===== config.mk =====
export PLATFORM = sky130hd
export DESIGN_NAME = hqn_ctrl
export DESIGN_NICKNAME = d
export VERILOG_FILES = /design/src/rtl/core/hqn_pkg.sv /design/src/rtl/core/hqn_ctrl.sv
export SDC_FILE = /design/constraint.sdc
export NUM_CORES = 1
export LEC_CHECK = 0
export BUFFER_PORTS_ARGS = -buffer_cell sky130_fd_sc_hd__clkbuf_2
export CORE_MARGIN = 4
export CORE_UTILIZATION = 25
export DETAILED_ROUTE_END_ITERATION = 12
export SLEW_MARGIN = 5
export SYNTH_ARGS = -nofsm -noshare
export SYNTH_HDL_FRONTEND = slang
export SYNTH_SLANG_ARGS = --single-unit

===== constraint.sdc =====
create_clock -name clk -period 2.97 [get_ports clk]
set_clock_uncertainty 0.1 [all_clocks]
set_input_delay 0.297 -clock clk [delete_from_list [all_inputs] [get_ports clk]]
set_output_delay 0.297 -clock clk [all_outputs]
set_load 0.02 [all_outputs]

===== src/rtl/core/hqn_pkg.sv =====
// ----------------------------------------------------------------------------
// hqn_pkg
// Shared types and constants for the heightfield quad and normal generator.
// ----------------------------------------------------------------------------
package hqn_pkg;

  localparam int MAX_SIDE_DEF = 128;

  localparam logic [14:0] ONE_Q14 = 15'd16384;
  localparam logic [15:0] ONE_Q88 = 16'd256;
  localparam logic [33:0] ONE_Q88_SQ = 34'd65536;

  // neighbour selects for height reads
  localparam logic [2:0] SEL_C = 3'd0;
  localparam logic [2:0] SEL_L = 3'd1;
  localparam logic [2:0] SEL_R = 3'd2;
  localparam logic [2:0] SEL_U = 3'd3;
  localparam logic [2:0] SEL_D = 3'd4;

  // normal components
  localparam logic [1:0] COMP_X = 2'd0;
  localparam logic [1:0] COMP_Y = 2'd1;
  localparam logic [1:0] COMP_Z = 2'd2;

  // configuration register indexes
  localparam logic [7:0] REG_WIDTH  = 8'd0;
  localparam logic [7:0] REG_LENGTH = 8'd1;

  localparam logic MODE_LOAD = 1'b0;
  localparam logic MODE_GEN  = 1'b1;

  typedef enum logic [3:0] {
    OP_NOP, OP_READ, OP_CAP, OP_SQX, OP_SQZ, OP_SUM, OP_MAG,
    OP_TSQ, OP_PLO, OP_PHI, OP_CMP, OP_OUT
  } dp_op_t;

  typedef struct packed {
    logic              mode;
    logic [6:0]        col;
    logic [6:0]        row;
    logic signed [15:0] height;
  } hqn_in_t;

  typedef struct packed {
    logic signed [7:0]  pos_x;
    logic signed [15:0] pos_y;
    logic signed [7:0]  pos_z;
    logic signed [15:0] norm_x;
    logic [14:0]        norm_y;
    logic signed [15:0] norm_z;
    logic               last;
  } hqn_out_t;

  typedef struct packed {
    dp_op_t     op;
    logic       take;
    logic [1:0] k;
    logic [2:0] sel;
    logic [1:0] comp;
    logic [3:0] bitpos;
  } hqn_cmd_t;

  typedef struct packed {
    logic cell_ok;
    logic border;
    logic out_free;
  } hqn_sts_t;

endpackage


===== src/rtl/core/hqn_ctrl.sv =====
// ----------------------------------------------------------------------------
// hqn_ctrl
// Sequencer: steps the datapath through reads, squares and the bit-serial
// rounding search for each vertex.
// ----------------------------------------------------------------------------
module hqn_ctrl import hqn_pkg::*; (
  input  logic     clk,
  input  logic     rst_n,
  input  logic     in_valid,
  input  logic     in_mode,
  output logic     in_stall,
  input  hqn_sts_t sts,
  output hqn_cmd_t cmd
);

  typedef enum logic [3:0] {
    S_IDLE, S_READ, S_CAP, S_SQX, S_SQZ, S_SUM, S_MAG,
    S_TSQ, S_PLO, S_PHI, S_CMP, S_OUT
  } state_t;

  state_t     state_r;
  logic [1:0] k_r;
  logic [2:0] sel_r;
  logic [1:0] comp_r;
  logic [3:0] bit_r;

  assign in_stall = (state_r != S_IDLE);

  always_comb begin
    cmd.take   = (state_r == S_IDLE) && in_valid;
    cmd.k      = k_r;
    cmd.sel    = sel_r;
    cmd.comp   = comp_r;
    cmd.bitpos = bit_r;
    case (state_r)
      S_READ:  cmd.op = OP_READ;
      S_CAP:   cmd.op = OP_CAP;
      S_SQX:   cmd.op = OP_SQX;
      S_SQZ:   cmd.op = OP_SQZ;
      S_SUM:   cmd.op = OP_SUM;
      S_MAG:   cmd.op = OP_MAG;
      S_TSQ:   cmd.op = OP_TSQ;
      S_PLO:   cmd.op = OP_PLO;
      S_PHI:   cmd.op = OP_PHI;
      S_CMP:   cmd.op = OP_CMP;
      S_OUT:   cmd.op = OP_OUT;
      default: cmd.op = OP_NOP;
    endcase
  end

  always_ff @(posedge clk) begin
    if (!rst_n) begin
      state_r <= S_IDLE;
      k_r     <= '0;
      sel_r   <= '0;
      comp_r  <= '0;
      bit_r   <= '0;
    end else begin
      case (state_r)
        S_IDLE: begin
          if (in_valid && in_mode == MODE_GEN && sts.cell_ok) begin
            k_r     <= '0;
            sel_r   <= SEL_C;
            state_r <= S_READ;
          end
        end
        S_READ: state_r <= S_CAP;
        S_CAP: begin
          if (sts.border) begin
            state_r <= S_OUT;
          end else if (sel_r == SEL_D) begin
            state_r <= S_SQX;
          end else begin
            sel_r   <= sel_r + 3'd1;
            state_r <= S_READ;
          end
        end
        S_SQX: state_r <= S_SQZ;
        S_SQZ: state_r <= S_SUM;
        S_SUM: begin
          comp_r  <= COMP_X;
          state_r <= S_MAG;
        end
        S_MAG: begin
          bit_r   <= 4'd14;
          state_r <= S_TSQ;
        end
        S_TSQ: state_r <= S_PLO;
        S_PLO: state_r <= S_PHI;
        S_PHI: state_r <= S_CMP;
        S_CMP: begin
          if (bit_r != 4'd0) begin
            bit_r   <= bit_r - 4'd1;
            state_r <= S_TSQ;
          end else if (comp_r == COMP_Z) begin
            state_r <= S_OUT;
          end else begin
            comp_r  <= comp_r + 2'd1;
            state_r <= S_MAG;
          end
        end
        S_OUT: begin
          if (sts.out_free) begin
            if (k_r == 2'd3) begin
              state_r <= S_IDLE;
            end else begin
              k_r     <= k_r + 2'd1;
              sel_r   <= SEL_C;
              state_r <= S_READ;
            end
          end
        end
        default: state_r <= S_IDLE;
      endcase
    end
  end

endmodule


Word-level counts from Yosys, hierarchy flattened
Memories as Yosys holds them, arrays and structs flattened. A register that Yosys moved wholly into a read port is not among the register bits.
Cells that the tools add are included.
- register bits: 15
- bits in latches: 0
- bits in writable memories: 0
- bits in read-only memories: 64
- bits of input ports: 7
- output and inout bits: 17
- memories: 1
- memories (name ; depth ; bits a word ; read ports ; clocked after memory_dff ; write ports ; line ; source):
    (name not given) ; 16 ; 4 ; 1 ; 1 ; 0 ; hqn_ctrl.sv:35 ; case (state_r)
- add/sub/neg operators: 4
- multiply operators: 0
- divide/modulo/power cells: 0
- $lt $le $gt $ge: 0
- equal/unequal tests: 22
- shift-type cells: 0
- mux-type cells: 25
- bitwise gates (word level): 0
- reduce and logical (&&, ||, !) cells: 15
- operators by type and width (operator ; count):
    case mux 4 bit (12 select lines) ; 1
    2-to-1 mux 4 bit ; 8
    == test 4 x 3 -> 1 bit, second input constant ; 4
    == test 4 bit, second input constant ; 4
    2-to-1 mux 3 bit ; 5
    inequality test 2 bit, second input constant ; 7
    2-to-1 mux 2 bit ; 6
    case mux 3 bit (3 select lines) ; 1
    == test 4 x 2 -> 1 bit, second input constant ; 2
    case mux 2 bit (2 select lines) ; 2
    case mux 4 bit (2 select lines) ; 1
    nonzero test 4 bit ; 2
    AND reduction 6 bit ; 1
    nonzero test 2 bit ; 3
    adder 2 x 1 -> 2 bit, second input constant ; 2
    == test 2 bit, second input constant ; 2
    == test 4 x 1 -> 1 bit, second input constant ; 1
    zero test 4 bit ; 1
    AND reduction 2 bit ; 2
    AND reduction 4 bit ; 1
    subtractor 4 x 1 -> 4 bit, second input constant ; 1
    adder 3 x 1 -> 3 bit, second input constant ; 1
    == test 3 bit, second input constant ; 1
    logical AND 1 bit ; 3
    other kinds (4) ; 4

Depth between registers and ports, before layout
- depth in word-level cells: 6
- depth in mapped cells: 7
- mapped depth without buffers: 6

Worst setup path before layout
No wires, ideal clock.
- path type: register -> register
- from: register bit_r[0]
- to: register comp_r[0]
- setup time: 0.065 ns
- data arrival time: 1.915 ns
- setup slack: 0.890 ns
- stages on the path, launching flop included: 8
- path buffers: 1
- cell sequence: dfxtp_1 inv_1 ha_1 or3b_2 clkbuf_1 nor4_4 mux2_2 nor2_1
- word-level cells in the longest chain between the ends: 3
- RTL lines (element ; line ; source):
    start, declared ; hqn_ctrl.sv:25 ; logic [3:0] bit_r;
    start signal, assigned ; hqn_ctrl.sv:93 ; bit_r <= bit_r - 4'd1;
    nonzero test 4 bit ; hqn_ctrl.sv:92 ; if (bit_r != 4'd0) begin
    inequality test 2 bit (no source line) ; - ;
    AND reduction 3 bit (no source line) ; - ;
    end signal, assigned ; hqn_ctrl.sv:98 ; comp_r <= comp_r + 2'd1;
    end, declared ; hqn_ctrl.sv:24 ; logic [1:0] comp_r;
No other way between the ends.
A chain may end at the register's enable or synchronous reset.

Worst setup path in the final report
- from: register sel_r[0]
- to: register sel_r[1]
- word-level cells in the longest chain between the ends: 4
- elaborated cells between the ends (all ways): 7
- RTL lines (element ; line ; source):
    start, declared ; hqn_ctrl.sv:23 ; logic [2:0] sel_r;
    start signal, assigned ; hqn_ctrl.sv:74 ; sel_r <= sel_r + 3'd1;
    adder 3 x 1 -> 3 bit ; hqn_ctrl.sv:74 ;
    2-to-1 mux 3 bit ; hqn_ctrl.sv:71 ; end else if (sel_r == SEL_D) begin
    2-to-1 mux 3 bit ; hqn_ctrl.sv:69 ; if (sts.border) begin
    case mux 3 bit (3 select lines) ; hqn_ctrl.sv:59 ; case (state_r)
Several ways; a longest one is shown, not always the timed one. The select of a mux whose other input is x is not followed.

==> impl_metrics.json <==
{
  "die_area_um2": 5715,
  "fp.dieH_um": 75.60,
  "clkTransAtPathRegs_ns": 0.07,
  "diodes": 0,
  "worst_path_max_delay_cell": "or4_1",
  "r2r_end": "sel_r[1]",
  "yosysSeqAreaShare_pct": 33.30,
  "rsz0062_at_grt": "false",
  "cts_made_buffers": 3,
  "muxShareOfSynthArea_pct": 1.972,
  "io_pins": 24,
  "cts-hold-fix-buffers": 0,
  "cap_violations": 0,
  "synth_seq_cells": 19,
  "yosys-top-cells-area": "dfxtp_1 33%, ha_1 6.6%, a21oi_1 4.8%",
  "async_reset_ff_share_pct": 0,
  "worst_pin_slew_ns": 0.5717,
  "start_util_pct": 26.06,
  "dp_hpwl_um": 1936,
  "synth_edf_count": 0,
  "num_vias": 1059,
  "drc_errors": 0,
  "netlist_area_um2": 1142,
  "hold_viol": 0,
  "max-slew-margin-rel_pct": 61.83,
  "nNetsFinal": 172,
  "switching_share_pct": 35.86,
  "synth_ff_type": "dfxtp_1",
  "ant_nets": 0,
  "leakagePower_nw": 0.5160,
  "grt_pass1_vias": 989,
  "final_common_cell": "clkbuf_2",
  "combPwrFrac_pct": 28.7,
  "cts.htree.levels": 1,
  "syn-num-nets": 150,
  "ys_types": 42,
  "grt_max_degree": 18,
  "critPathCapture": "sel_r[1]",
  "gp_congestion": 0.7996,
  "cp-start-kind": "register",
  "worstSkewPairLatency_ns": 0.26,
  "core_um2": 4384,
  "viasPerCell": 5.043,
  "cts_tree": "done",
  "synth_top_family_by_area": "simple AND/OR/NAND/NOR gates",
  "portBuffers": 23,
  "cts.sinks": 19,
  "period_share_pct": 70.07,
  "die_w_um": 75.60,
  "crit_path_max_fanout": 7,
  "wire_per_inst_um": 12.61,
  "drt_first_pass_iters": 4,
  "yosysWarnings": 0,
  "antenna_found_initial": 0,
  "rr_worst_depth": 6,
  "area_growth_pct": 17.52,
  "std_cell_rows": 24,
  "synth_compound_area_share_pct": 22.67,
  "crit_arrival_ns": 2.17,
  "synth_fa_ha_area_share_pct": 6.572,
  "critPathLaunch": "sel_r[0]",
  "cp_cell_sequence": "inv_1, ha_1, a2111oi_2, a211oi_2, or4_1, a21oi_1",
  "wirelength_um": 2649,
  "ctsResizeCount": 0,
  "yosysTopAreaCellShare_pct": 33.30,
  "drtIter0Drc": 99,
  "fmax_mhz": 480.5,
  "cp-end-kind": "register",
  "ir_worst_vdd_mv": 0.1595,
  "p_int_w": 0.0004449,
  "hp-class": "in2reg",
  "period_minus_slack_ns": 2.081,
  "stdcell_count": 210,
  "synth.avg_cell_area_um2": 8.338,
  "p_per_area_nw_per_um2": 516.7,
  "grtUsageTotal_pct": 10.30,
  "p_clk_share_pct": 26.5,
  "synth-xor-area-share_pct": 0,
  "layout_common_cells": "23 x clkbuf_2, 19 x dfxtp_1, 11 x nand2_1, 11 x a21oi_1, 10 x inv_1",
  "slowest_delay_ns": 0.50,
  "r2r_start": "sel_r[0]",
  "power_frac_seq_pct": 44.7,
  "p_sw_w": 0.0002487,
  "synthCells": 137,
  "power_w": 0.0006936,
  "setup_viol": 0,
  "tns_ns": 0,
  "maxSlewViolCount": 0,
  "post_cts_buffers": 0,
  "grt_pass1_wl_um": 4567,
  "synth-simple-area-share_pct": 30.01,
  "cts_root_buffer": "clkbuf_8",
  "ff2ff_setup_slack_ns": 0.89,
  "drive_above_1_share_pct": 22.78,
  "synth_top_cell_by_area": "dfxtp_1",
  "cp.required_ns": 3.06,
  "status": "completed",
  "grt_overflow": 0,
  "dp.cells": 206,
  "cts_buffer_depth": 2,
  "crit_type": "reg2reg"
}
==> sequential cells by signal (all words and copies together), names as in the netlist <==
signal	count
k_r	2
bit_r	4
sel_r	3
comp_r	2
state_r	4
cmd	4
==> worst max-delay path, delay by kind of cell, from the launching register on <==
kind / cells / cell delay, ns
AOI/OAI and AO/OA: 3 / 0.78
adders and majority gates: 1 / 0.20
buffers and inverters: 1 / 0.06
DFF: 1 / 0.38
and+or+nand+nor: 1 / 0.50
==> final cells by class <==
type                    instances  area [µm²]
flip-flops and latches         19       380.4
clock buffers                   4       45.04
multi-input cells             102       699.4
inverters                      10       37.54
repair buffers                 23       115.1
fillers                       477        3042
well taps                      52       65.06
==> worst min-delay path by stage <==
| stage | slack (ns) | endpoint | depth (start not counted) | startpoint |
|---|---|---|---|---|
| after global placement | 0.40 | k_r[0] | 1 | k_r[0] |
| after CTS | 0.24 | cmd[12] | 2 | sts[0] |
| final | 0.23 | cmd[12] | 2 | sts[0] |
| after global routing | 0.27 | cmd[12] | 2 | sts[0] |
| after detailed placement | 0.39 | k_r[0] | 1 | k_r[0] |
| after floorplan | 0.31 | bit_r[0] | 1 | rst_n |
==> power by group through the flow <==
stage / registers [W] / logic (W) / clock network [W]
2_1_floorplan: 0.000306 / 0.000153 / 0
3_3_place_gp: 0.000315 / 0.000200 / 0
3_5_place_dp: 0.000315 / 0.000199 / 0
4_1_cts: 0.000310 / 0.000200 / 0.000190
5_1_grt: 0.000315 / 0.000226 / 0.000196
6_report: 0.000310 / 0.000199 / 0.000184
==> Yosys cell counts (all sizes together), types with 2 or more instances <==
library cell and count:
dfxtp 19, a21oi 11, nand2 11, inv 10, nor2 8, o21ai 8
ha 6, nand3 5, nor2b 5, a31oi 4, clkbuf 4, and2 3
and3 3, nand3b 3, or4 3, a211oi 2, buf 2, mux2 2
nand2b 2, nor3 2, nor3b 2, nor4 2, o2bb2ai 2, o32ai 2
==> per-stage QoR <==
step / worst slack [ns] / area (µm²) / hold WS (ns) / utilization (%)
2_1_floorplan: 0.8904 / 1142 / 0.3145 / -
3_3_place_gp: 0.9528 / 1297 / 0.4004 / 29.59
3_5_place_dp: 0.9102 / 1297 / 0.3901 / 29.59
4_1_cts: 0.8716 / 1343 / 0.2380 / 30.62
5_1_grt: 0.7430 / 1343 / 0.2661 / 30.62
6_report: 0.8889 / 1343 / 0.2345 / 30.62
==> kinds of logic (layout without fill, tap and decap cells) <==
kind of cell    Yosys count  in the layout
buf+inv                  16             37
flops                    19             19
compound gates           38             38
mux                       2              2
fa+ha+maj                 6              6
simple gates             56             56
==> per-layer routing <==
layer	global-route usage (%)	vias up	wire length [µm]
li1	-	546	-
met5	0	-	0
met2	16.30	21	1277
met4	4.660	0	44
met3	2.375	4	143
met1	13.30	488	1183
Power figures use the tool's default switching activity.
